--- src/rtl/two_tier_replica_selector_unit_assert.svh ---
// ----------------------------------------------------------------------------
// Replica selector assertion macros
// Clocked on clk, quiet while arst_n is low. Define ASSERT_OFF to drop them.
// ----------------------------------------------------------------------------
`ifndef TWO_TIER_REPLICA_SELECTOR_UNIT_ASSERT_SVH
`define TWO_TIER_REPLICA_SELECTOR_UNIT_ASSERT_SVH
`ifndef ASSERT_OFF
`define TTRS_ASSERT(lbl, prop) \
	lbl: assert property (@(posedge clk) disable iff (!arst_n) prop) \
		else $error("replica selector assertion failed");
`define TTRS_IMPLY(lbl, ante, cons) \
	lbl: assert property (@(posedge clk) disable iff (!arst_n) (ante) |-> (cons)) \
		else $error("replica selector implication failed");
`else
`define TTRS_ASSERT(lbl, prop)
`define TTRS_IMPLY(lbl, ante, cons)
`endif
`endif

--- src/rtl/ttrs_pkg.sv ---
// ----------------------------------------------------------------------------
// ttrs_pkg
// Shared constants, codes and types of the two-tier replica selector.
// ----------------------------------------------------------------------------
`default_nettype none
package ttrs_pkg;

	localparam int REPLICAS_DEF    = 16;
	localparam int RING_POINTS_DEF = 256;
	localparam int HASH_BITS_DEF   = 32;

	localparam int KEY_W    = 32;
	localparam int IDX_W    = 4;
	localparam int CNT_W    = 16;
	localparam int WEIGHT_W = 8;
	localparam int MASK_W   = 16;
	localparam int LFSR_W   = 16;
	localparam int TIE_W    = 5;   // tie count reaches 16
	localparam int PROD_W   = CNT_W + WEIGHT_W;

	typedef enum logic [1:0] {
		CMD_CLEAR  = 2'd0,
		CMD_APPEND = 2'd1,
		CMD_STATUS = 2'd2,
		CMD_SELECT = 2'd3
	} cmd_t;

	typedef enum logic [3:0] {
		S_IDLE,
		S_BS_RD,
		S_BS_CMP,
		S_WK_RD,
		S_WK_CHK,
		S_FB_CHK,
		S_FB_CMP,
		S_FB_MOD,
		S_DONE
	} state_t;

	typedef struct packed {
		logic                start;
		logic [LFSR_W-1:0]   dividend;
		logic [TIE_W-1:0]    divisor;
	} mod_req_t;

	typedef struct packed {
		logic done;
		logic rem_zero;
	} mod_rsp_t;

endpackage
`default_nettype wire

--- src/rtl/ttrs_mod_unit.sv ---
// ----------------------------------------------------------------------------
// ttrs_mod_unit
// Restoring bit-serial remainder of the LFSR value by the tie count.
// ----------------------------------------------------------------------------
`default_nettype none
module ttrs_mod_unit (
	input  wire                 clk,
	input  wire                 arst_n,
	input  ttrs_pkg::mod_req_t  req,
	output ttrs_pkg::mod_rsp_t  rsp
);
	import ttrs_pkg::*;

	localparam int BIT_W = $clog2(LFSR_W);

	logic                 busy_q;
	logic                 done_q;
	logic [BIT_W-1:0]     bit_q;
	logic [LFSR_W-1:0]    dvd_q;
	logic [TIE_W-1:0]     dvs_q;
	logic [TIE_W-1:0]     rem_q;
	logic [TIE_W:0]       trial;
	logic [TIE_W:0]       trial_sub;

	always_comb begin
		trial     = {rem_q, dvd_q[LFSR_W-1]};
		trial_sub = (trial >= {1'b0, dvs_q}) ? (trial - {1'b0, dvs_q}) : trial;
	end

	always_ff @(posedge clk or negedge arst_n) begin
		if (!arst_n) begin
			busy_q <= 1'b0;
			done_q <= 1'b0;
			bit_q  <= '0;
		end else begin
			done_q <= 1'b0;
			if (req.start) begin
				busy_q <= 1'b1;
				bit_q  <= '0;
			end else if (busy_q) begin
				bit_q <= bit_q + 1'b1;
				if (bit_q == BIT_W'(LFSR_W - 1)) begin
					busy_q <= 1'b0;
					done_q <= 1'b1;
				end
			end
		end
	end

	always_ff @(posedge clk) begin
		if (req.start) begin
			dvd_q <= req.dividend;
			dvs_q <= req.divisor;
			rem_q <= '0;
		end else if (busy_q) begin
			dvd_q <= {dvd_q[LFSR_W-2:0], 1'b0};
			rem_q <= trial_sub[TIE_W-1:0];
		end
	end

	assign rsp.done     = done_q;
	assign rsp.rem_zero = (rem_q == '0);

endmodule
`default_nettype wire

--- config.mk ---
export PLATFORM = sky130hd
export DESIGN_NAME = ttrs_mod_unit
export DESIGN_NICKNAME = d
export VERILOG_FILES = /design/src/rtl/two_tier_replica_selector_unit_assert.svh /design/src/rtl/ttrs_pkg.sv /design/src/rtl/ttrs_mod_unit.sv
export SDC_FILE = /design/constraint.sdc
export NUM_CORES = 1
export LEC_CHECK = 0
export ABC_AREA = 1
export BUFFER_PORTS_ARGS = -buffer_cell sky130_fd_sc_hd__buf_2
export CAP_MARGIN = 20
export CORE_AREA = 2 2 56 58
export CTS_CLUSTER_SIZE = 25
export DETAILED_ROUTE_END_ITERATION = 10
export DIE_AREA = 0 0 58 60
export GPL_ROUTABILITY_DRIVEN = 0
export PLACE_DENSITY = 0.84
export SETUP_SLACK_MARGIN = 0.02
export SLEW_MARGIN = 20
export SYNTH_ARGS = -nofsm -noshare
export SYNTH_HDL_FRONTEND = slang
export SYNTH_SLANG_ARGS = --single-unit
--- constraint.sdc ---
create_clock -name clk -period 2.9 [get_ports clk]
set_input_delay 0.145 -clock clk [delete_from_list [all_inputs] [get_ports clk]]
set_output_delay 0.145 -clock clk [all_outputs]
set_load 0.005 [all_outputs]
## Word-level counts from Yosys, hierarchy flattened

Cells that the tools add are included.

- Add/subtract/negate cells: 2
- Muxes and demuxes: 11
- Equal/unequal tests: 1
- $lt $le $gt $ge: 1
- Reduce and logical (&&, ||, !) cells: 2

Operators with widths:

| operator | count |
|---|---|
| $mux W16 | 2 |
| $mux W4 | 2 |
| $ge A6 B5 Y1 | 1 |
| $mux W1 | 6 |
| $logic_not A5 Y1 | 1 |
| $mux W5 | 1 |
| $sub A5 B5 Y5 | 1 |
| $add A4 B1 Y4 const B | 1 |
| $eq A4 B4 Y1 const B | 1 |
| $reduce_bool A2 Y1 | 1 |

- Output and inout bits: 2
- Flip-flop bits (word level): 32
- Input bits: 24
- Logic and storage cells: 23

## Logic depth before layout (Yosys ltp)

Gate-level depths: netlist of the first run.

- Depth after elaboration: 4
- Depth in mapped cells: 11
- Mapped depth without buffers: 11

## Least setup slack after synthesis of the first run

No wires, ideal clock.

- Kind: register to register
- Start point: reg dvd_q[15]
- End point: reg rem_q[4]
- Data arrival time: 1512 ps
- Path slack: 1329 ps
- Setup time: 59 ps
- Path buffers: 0
- Data required time: 2841 ps
- Stages on the path, launching flop included: 12
- Period minus slack after synthesis: 1571 ps
- Path through: edfxtp_1 inv_1 ha_1 inv_1 fa_1 inv_1 nand2_1 nand3_4 nand3_2 nand2_1 nand3_1 nand2_1

- Word-level cells in the longest chain between the ends: 2
- Elaborated cells between the ends (all ways): 3
- Those cells by class: add/sub (1); order compare (1); mux (1)

Ends and longest elaborated chain:

| item | RTL line | RTL |
|---|---|---|
| start: declaration | ttrs_mod_unit.sv:19 | `logic [LFSR_W-1:0] dvd_q;` |
| start signal: assignment | ttrs_mod_unit.sv:52 | `dvd_q <= req.dividend;` |
| start signal: assignment | ttrs_mod_unit.sv:56 | `dvd_q <= {dvd_q[LFSR_W-2:0], 1'b0};` |
| $sub A5 B5 Y5 or $ge A6 B5 Y1 (tied branches) | ttrs_mod_unit.sv:27 | `trial_sub = (trial >= {1'b0, dvs_q}) ? (trial - {1'b0, dvs_q}) : trial;` |
| $mux W5 (*) | ttrs_mod_unit.sv:27 |  |
| end signal: assignment | ttrs_mod_unit.sv:57 | `rem_q <= trial_sub[TIE_W-1:0];` |
| end: declaration | ttrs_mod_unit.sv:21 | `logic [TIE_W-1:0] rem_q;` |

Mark *: on every way between the ends. The rest lies on a longest branch, timed or not.
A chain may end at the register's enable or synchronous reset.

## Final worst setup path of the first run

- Start point: reg dvd_q[15]
- End point: reg rem_q[1]

Same word-level chain as after synthesis.

==> impl_metrics.toml, run 1 <==
[outcome]
outcome = "complete, no violations"

[detailed_routing]
via_count = 1242
viasPerCell = 4.93
drt-wirelength-per-cell_um = 11.0
wl_mm = 2.77
drc = 0
drtIter0Drc = 43
drtAntennaViolNets = 0
firstDrtPassIters = 4

[yosys]
synth_top_family_by_area = "simple AND/OR/NAND/NOR gates"
synth.area.mux_share_pct = 0
ys_warn_count = 0
netlist_area_um2 = 1610
synth_fp_nets = 215
synth_compound_area_share_pct = 2.33
ys_seq_elements = 32
synth_cell_type_count = 25
synth_cells = 184
ys_seq_area_share_pct = 54.8
synth.avg_cell_area_um2 = 8.74
synth_fa_ha_area_share_pct = 5.91
synth-xor-area-share_pct = 0.545
yosys.area_share.simple_pct = 29.2

[sta]
worstMarginPinSlew_ns = 0.609
max_freq_mhz = 583
fin_crit_ns = 1.72
setup_viol = 0
fin_worst_skew_ns = 0.00652
finalMaxSlewViolations = 0
slew_headroom_pct = 59.4
layout_setup_ws_ns = 1.18
fin_setup_tns_ns = 0
grt_setup_unrepaired = "false"
min_period_over_period_pct = 59.1
hold_violations = 0

[global_route]
grt-ovfl-total = 0
use_met3_pct = 5.84
grtUsageMet1_pct = 24.7
grt_max_degree = 28
track_usage_pct = 19.1
grt_pass1_vias = 1114
busiest_layer = "met2"
grtUsageMet2_pct = 29.9
antenna_found_initial = 0
grt_pass1_wl_mm = 4.80

[pwr]
leakage_nw = 0.952
pwr_density_cell_nw_per_um2 = 702
ir_drop_mv = 0.440

[layout]
area_growth_pct = 15.8
multi_input_area_um2 = 611
design_area_um2 = 1860
antenna_cells = 0
drive_above_1_share_pct = 17.4
regArea_um2 = 881
final_cells = 252
fillers = 255
nets = 249
postLayoutCoreUtil_pct = 64.1

[clocking]
htree_levels = 2
tritoncts = "done"
cts_root_buf = "clkbuf_4"
cts_resized = 0
postCtsSetupBuffers = 0
numCtsBuffers = 5
clk-insertion-delay-late_ns = 0.33
clk_pin_slew_ns = 0.09
cts_sinks = 32
ctsLongestPathBuffers = 2

[placement]
place_area_um2 = 1750
dp_hpwl_mm = 2.00
portBuffers = 25
placedCellCount = 238
pre_cts_slack_ns = 1.19

[critical_path]
required_ns = 3.18
arrival_ns = 1.99
crit_type = "reg2reg"
cp-end-kind = "register"
cp_max_fo = 6
reg2reg_slack_ns = 1.18
critPathLaunchType = "register"

[job]
maxCapViolations = 0

[min_path]
worst_hold_path_type = "in2reg"

[floorplan]
fp.dieH_um = 60
die_area_um2 = 3480
core-area_um2 = 2900
start_util_pct = 55.4
ioPinCount = 26
fp.dieW_um = 58
num_rows = 20
-- state kept, by name, summed over array words and instances (netlist names) --
register	count
bit_q	4
busy_q	1
done_q	1
dvd_q	16
dvs_q	5
rem_q	5
-- cell type report --
cell class	instances	share of cell area (%)
Multi-Input combinational cell	123	32.8
Timing Repair Buffer	31	9.95
Inverter	25	5.04
Clock buffer	7	2.42
Clock inverter	1	0.269
Sequential cell	32	47.3
Tap cell	33	2.22
-- worst max-delay path, stage by stage, from the launching register on --
cell,delay [ns]
edfxtp_1,0.36
inv_1,0.08
ha_1,0.14
inv_1,0.07
fa_1,0.42
inv_1,0.07
nand2_1,0.08
nand3_4,0.10
nand3_2,0.12
nand2_1,0.09
nand3_1,0.06
nand2_1,0.07
-- what timing repair did --
item	4_1_cts	5_1_grt
hold buffers	6	0
endpoints found under the hold margin	11	0
setup endpoints to repair	0	0
-- cell usage after synthesis --
master | number | area, um^2
nand2_1 | 75 | 282
inv_1 | 23 | 86.3
edfxtp_1 | 21 | 631
nand3_1 | 16 | 80.1
dfrtp_1 | 6 | 150
ha_1 | 6 | 75.1
nor3_1 | 6 | 30.0
dfxtp_1 | 5 | 100
nor2_1 | 5 | 18.8
buf_2 | 3 | 15.0
a21oi_1 | 2 | 10.0
nor2_2 | 2 | 12.5
o21ai_0 | 2 | 10.0
a21boi_2 | 1 | 11.3
a31oi_1 | 1 | 6.26
buf_4 | 1 | 7.51
clkinv_1 | 1 | 3.75
fa_1 | 1 | 20.0
inv_2 | 1 | 3.75
nand3_2 | 1 | 10.0
nand3_4 | 1 | 17.5
nand4_1 | 1 | 6.26
nor4_1 | 1 | 6.26
or2_2 | 1 | 6.26
xnor2_1 | 1 | 8.76
-- routing by layer --
metal	vias up	part of all wire, %
met1	553	47
met5	-	0
met4	0	1.7
li1	659	-
met2	24	47
met3	6	4.2
-- through the flow --
step,total power [W],hold slack (ns)
floorplan,0.000970,-0.151
global placement,0.00107,-0.0275
detailed placement,0.00108,-0.0196
CTS,0.00132,0.0543
global route,0.00141,0.0461
finish,0.00131,0.0674
-- placed cells by master (no fill, tap or decap) --
cell type	count
a31oi_1	1
clkinv_2	1
dlygate4sd3_1	6
a21boi_2	1
inv_1	23
fa_1	1
inv_2	1
clkinv_1	1
dfxtp_1	5
or2_2	1
clkbuf_4	5
buf_2	25
nand2_1	75
nand3_1	16
nor2_2	2
nand4_1	1
nand3_2	1
nor2_1	5
ha_1	6
nor4_1	1
edfxtp_1	21
nand3_4	1
clkbuf_1	2
o21ai_0	2
xnor2_1	1
dfrtp_1	6
nor3_1	6
a21oi_1	2
-- power by group --
part	internal [W]	switching (W)
Clock	0.0000942	0.000139
Sequential	0.000553	0.0000473
Combinational	0.000200	0.000274
Total	0.000847	0.000460
-- cell families (layout without fill, tap and decap cells) --
logic type,count (synthesis),in the layout
and+or+nand+nor,109,109
DFF,32,32
xor gates and xnor gates,1,1
buffers and inverters,29,64
adders and majority gates,7,7
AOI/OAI and AO/OA,6,6
-- final timing paths --
path,start,end,cells after the start
setup / recovery,dvd_q[15],rem_q[1],11
hold / removal,req[5],dvd_q[0],3
setup reg to reg,dvd_q[15],rem_q[1],11
hold reg to reg,rem_q[3],rem_q[3],2
max in group asynchronous,arst_n,busy_q,2
min in group asynchronous,arst_n,bit_q[0],2
(Power assumes the default switching activity.)
==> inputs of run 2 (changes only) <==
CORE_AREA = 2 2 60 62   (was 2 2 56 58)
DIE_AREA = 0 0 62 64   (was 0 0 58 60)
PLACE_DENSITY = 0.78   (was 0.84)
clock period = 1.55 ns   (was 2.9 ns; I/O delays follow)
==> impl_metrics.toml, run 2 (same netlist as run 1, synthesis figures left out) <==
[job]
maxCapViolations = 0

[global_route]
grt-ovfl-total = 0
grt_pass1_vias = 1284
antenna_found_initial = 0
grt_max_degree = 21
track_usage_pct = 19.1
grt_pass1_wl_mm = 5.57

[clocking]
cts_root_buf = "clkbuf_4"
cts_sinks = 32
tritoncts = "done"
ctsLongestPathBuffers = 2
clk_pin_slew_ns = 0.09
clk-insertion-delay-late_ns = 0.33
numCtsBuffers = 5
htree_levels = 2

[floorplan]
start_util_pct = 49.0
ioPinCount = 26
num_rows = 21
fp.dieH_um = 64
core-area_um2 = 3280
die_area_um2 = 3970
fp.dieW_um = 62

[pwr]
power.total_w = 0.00260
ir_drop_mv = 0.631
leakage_nw = 1.01
pwr_density_cell_nw_per_um2 = 1290

[critical_path]
critPathLaunchType = "register"
arrival_ns = 1.89
cp-end-kind = "register"
cp_max_fo = 6
crit_type = "reg2reg"
required_ns = 1.83

[detailed_routing]
wl_mm = 3.14
drtIter0Drc = 52
viasPerCell = 4.78
drt-wirelength-per-cell_um = 11.3
drc = 0
drtAntennaViolNets = 0
firstDrtPassIters = 4
via_count = 1330

[sta]
max_freq_mhz = 619
fin_worst_skew_ns = 0.0147
grt_setup_unrepaired = "true"
slew_headroom_pct = 69.8
fin_crit_ns = 1.61
worstMarginPinSlew_ns = 0.450
fin_setup_tns_ns = -0.208
hold_violations = 0
layout_setup_ws_ns = -0.0646
min_period_over_period_pct = 104
setup_viol = 5
finalMaxSlewViolations = 0

[min_path]
worst_hold_path_type = "in2reg"

[placement]
placedCellCount = 257
place_area_um2 = 1820
portBuffers = 25
dp_hpwl_mm = 2.12

[layout]
final_cell_mix = "73 x nand2_1, 25 x buf_2, 21 x edfxtp_1"
postLayoutCoreUtil_pct = 61.2
nets = 262
antenna_cells = 0
drive_above_1_share_pct = 23.7
reg_top3 = "dvd_q (16), dvs_q (5), rem_q (5)"
largest_reg_flops = 16
design_area_um2 = 2010
layout_commonest_cell = "nand2_1"
final_cells = 278
top_register = "dvd_q"
area_growth_pct = 25.1

[outcome]
violations = "setup timing"
outcome = "complete, but fails checks"
-- run 2: timing repair --
action / in CTS / in global routing
hold buffers: 9 / 0
buffers inserted: 4 / 0
endpoints found under the hold margin: 14 / 0
gates resized for setup: 8 / 0
pin swaps: 1 / 0
endpoints found under the setup margin: 5 / 5
-- run 2: per-layer routing --
| layer | track usage [%] | vias to the layer above | wire (um) |
|---|---|---|---|
| li1 | - | 686 | - |
| met1 | 24.4 | 600 | 1330 |
| met2 | 29.8 | 36 | 1610 |
| met3 | 6.28 | 8 | 147 |
| met4 | 6.65 | 0 | 51 |
| met5 | 0 | - | 0 |
-- run 2: cell type report --
type                       instances  area (um^2)
clock buffer                       7         45.0
inverter                          25         93.8
clock inverter                     1         5.00
fill                             282         1270
sequential                        32          881
timing repair buffer              44          290
multi-input combinational        123          638
tap                               46         57.6
-- run 2: power by group --
part	switching [W]	internal (W)
Combinational	0.000591	0.000440
Sequential	0.0000886	0.00103
Clock	0.000268	0.000177
Total	0.000948	0.00165
-- run 2: worst paths after layout --
kind                            from        to  slack (ns)  cells after the start
setup / recovery           dvd_q[15]  rem_q[4]       -0.06                     11
hold / removal                req[6]  dvd_q[1]        0.02                      3
setup reg to reg           dvd_q[15]  rem_q[4]       -0.06                     11
hold reg to reg             rem_q[1]  rem_q[1]        0.48                      2
max in group asynchronous     arst_n  bit_q[1]        1.30                      2
min in group asynchronous     arst_n    done_q        0.10                      2
-- run 2: critical path, stage by stage (launching register included) --
cell and delay, ns:
edfxtp_1 0.38, inv_2 0.09, ha_4 0.13, inv_2 0.04, fa_2 0.36, inv_2 0.07, nand2_2 0.07, nand3_4 0.10
nand3_4 0.10, nand2_1 0.09, nand3_1 0.07, nand2_1 0.07
-- run 2: stage by stage --
stage                     setup slack (ns)  hold slack (ns)
after global routing                -0.158          0.00263
final                              -0.0646           0.0153
after global placement            -0.00323          -0.0903
after floorplan                     0.0402           -0.218
after detailed placement           -0.0644          -0.0920
after CTS                          -0.0332          0.00409
==> inputs of run 3 (changes only) <==
--- a/config.mk
+++ b/config.mk
@@ -10,8 +10,8 @@
 export CAP_MARGIN = 20
-export CORE_AREA = 2 2 60 62
+export CORE_AREA = 2 2 58 65
 export CTS_CLUSTER_SIZE = 25
 export DETAILED_ROUTE_END_ITERATION = 10
-export DIE_AREA = 0 0 62 64
+export DIE_AREA = 0 0 60 67
 export GPL_ROUTABILITY_DRIVEN = 0
-export PLACE_DENSITY = 0.78
+export PLACE_DENSITY = 0.77
 export SETUP_SLACK_MARGIN = 0.02
==> constraint.sdc (replaced) <==
create_clock -name clk -period 1.3 [get_ports clk]
set_input_delay 0.065 -clock clk [delete_from_list [all_inputs] [get_ports clk]]
set_output_delay 0.065 -clock clk [all_outputs]
set_load 0.02 [all_outputs]
==> impl_metrics.toml, run 3 (same netlist as run 1, synthesis figures left out) <==
[critical_path]
crit_type = "reg2reg"
crit_chain = "inv_2 -> ha_4 -> inv_2 -> fa_2 -> inv_2 -> nand2_2 -> nand3_4 -> nand3_4 -> nand2_1 -> nand3_1 -> nand2_1"
cp.depth = 11
arrival_ns = 1.88
cp_slowest_cell = "edfxtp_1"
cp-end-kind = "register"
crit_path_frequent_cell = "inv_2"
r2r_end = "rem_q[4]"
reg2reg_slack_ns = -0.31
critical-path-max-stage-delay_ns = 0.40
critPathBufInv = 3
worst_r2r_path_depth = 11
cpLargestDelayFamily = "adder cells"
critPathLaunchType = "register"
r2r_start = "dvd_q[15]"
cp_max_fo = 6
required_ns = 1.58

[detailed_routing]
drc = 0
drtAntennaViolNets = 0
firstDrtPassIters = 5
via_count = 1365
drtIter0Drc = 48
wl_mm = 3.30
drt-wirelength-per-cell_um = 11.1
viasPerCell = 4.60

[layout]
drive_above_1_share_pct = 25.3
reg_top3 = "dvd_q (16), dvs_q (5), rem_q (5)"
top_register = "dvd_q"
nets = 279
largest_reg_flops = 16
final_cell_mix = "74 x nand2_1, 25 x buf_2, 21 x edfxtp_1"
area_growth_pct = 36.0
layout_commonest_cell = "nand2_1"
antenna_cells = 0
fillers = 274

[sta]
worstMarginPinSlew_ns = 0.414
min_period_over_period_pct = 124
grt_setup_unrepaired = "true"
max_freq_mhz = 622
whs_ns = 0.0122
slew_headroom_pct = 72.2
fin_crit_ns = 1.61
fin_worst_skew_ns = 0.00373
setup_viol = 6
fin_setup_tns_ns = -1.59
finalMaxSlewViolations = 0
layout_setup_ws_ns = -0.308
hold_violations = 0

[placement]
portBuffers = 25
dp_hpwl_mm = 2.25

[floorplan]
core-area_um2 = 3330
num_rows = 22
start_util_pct = 48.3
fp.dieH_um = 67
ioPinCount = 26
fp.dieW_um = 60
die_area_um2 = 4020

[clocking]
clk-insertion-delay-late_ns = 0.33
ctsLongestPathBuffers = 2
cts_sinks = 32
clk_pin_slew_ns = 0.09
numCtsBuffers = 5
tritoncts = "done"
htree_levels = 2
cts_root_buf = "clkbuf_4"

[job]
maxCapViolations = 0

[global_route]
antenna_found_initial = 0
grt_pass1_wl_mm = 5.53
grt-ovfl-total = 0
grt_max_degree = 18
track_usage_pct = 18.7
grt_pass1_vias = 1343

[outcome]
violations = "setup timing"
outcome = "complete, but fails checks"

[pwr]
pwr_density_cell_nw_per_um2 = 1540
ir_drop_mv = 0.967
leakage_nw = 1.10

[min_path]
hp-start = "req[20]"
worst_hold_path_type = "in2reg"
hold_depth = 3
min_to = "dvd_q[15]"
[run 3: changes by cell type in the layout (fill, tap and decap cells not counted)]
| cell | change |
|---|---|
| clkbuf_8 | +2 |
| dlygate4sd3_1 | +10 |
| clkbuf_1 | -1 |
| clkinvlp_4 | +1 |
| nand2_2 | -1 |
| clkinv_2 | -1 |
| buf_4 | +7 |
| nand2_1 | +1 |
| inv_1 | -1 |
[run 3: per-layer routing]
layer  vias to the layer above  routed length, um  global-route usage (%)
met4                         0                 30                    5.00
met3                         4                123                    5.63
met1                       611               1460                    21.0
met2                        29               1690                    33.6
met5                         -                  0                       0
li1                        721                  -                       -
[run 3: how the worst max path moves through the flow]
stage	from	endpoint
5_1_grt	dvd_q[15]	rem_q[0]
3_3_place_gp	dvd_q[15]	rem_q[4]
2_1_floorplan	dvd_q[15]	rem_q[4]
6_report	dvd_q[15]	rem_q[4]
3_5_place_dp	dvd_q[15]	rem_q[4]
4_1_cts	dvd_q[15]	rem_q[2]
[run 3: timing repair]
item / 4_1_cts / 5_1_grt
buffers inserted: 1 / 2
endpoints found under the setup margin: 6 / 23
hold buffers: 18 / 1
endpoints found under the hold margin: 23 / 1
gates resized for setup: 3 / 1
[run 3: worst min-delay path: stages]
cell,delay [ns]
buf_2,0.07
nand2_1,0.04
nand2_1,0.05
[run 3: layout make-up]
| class | instances | area (um^2) | share of cell area [%] |
|---|---|---|---|
| Inverter | 25 | 97.6 | 4.46 |
| Multi-Input combinational cell | 123 | 636 | 29.1 |
| Clock buffer | 8 | 68.8 | 3.15 |
| Sequential cell | 32 | 881 | 40.3 |
| Timing Repair Buffer | 61 | 443 | 20.3 |
| Tap cell | 48 | 60.1 | 2.75 |
[run 3: power breakdown]
| part | total (W) | internal [W] | switching, W |
|---|---|---|---|
| clock network | 0.000644 | 0.000318 | 0.000326 |
| logic | 0.00139 | 0.000657 | 0.000738 |
| registers | 0.00132 | 0.00123 | 0.0000878 |
[run 3: metrics by stage]
step | power, W | utilization, % | setup slack (ns) | cell area (um^2) | instances
4_1_cts | 0.00339 | 64.8 | -0.307 | 2160 | 294
2_1_floorplan | 0.00223 | - | -0.178 | 1620 | 184
3_3_place_gp | 0.00264 | 56.7 | -0.232 | 1890 | 267
6_report | 0.00336 | 65.6 | -0.308 | 2190 | 297
3_5_place_dp | 0.00268 | 56.7 | -0.321 | 1890 | 267
5_1_grt | 0.00360 | 65.6 | -0.415 | 2190 | 297
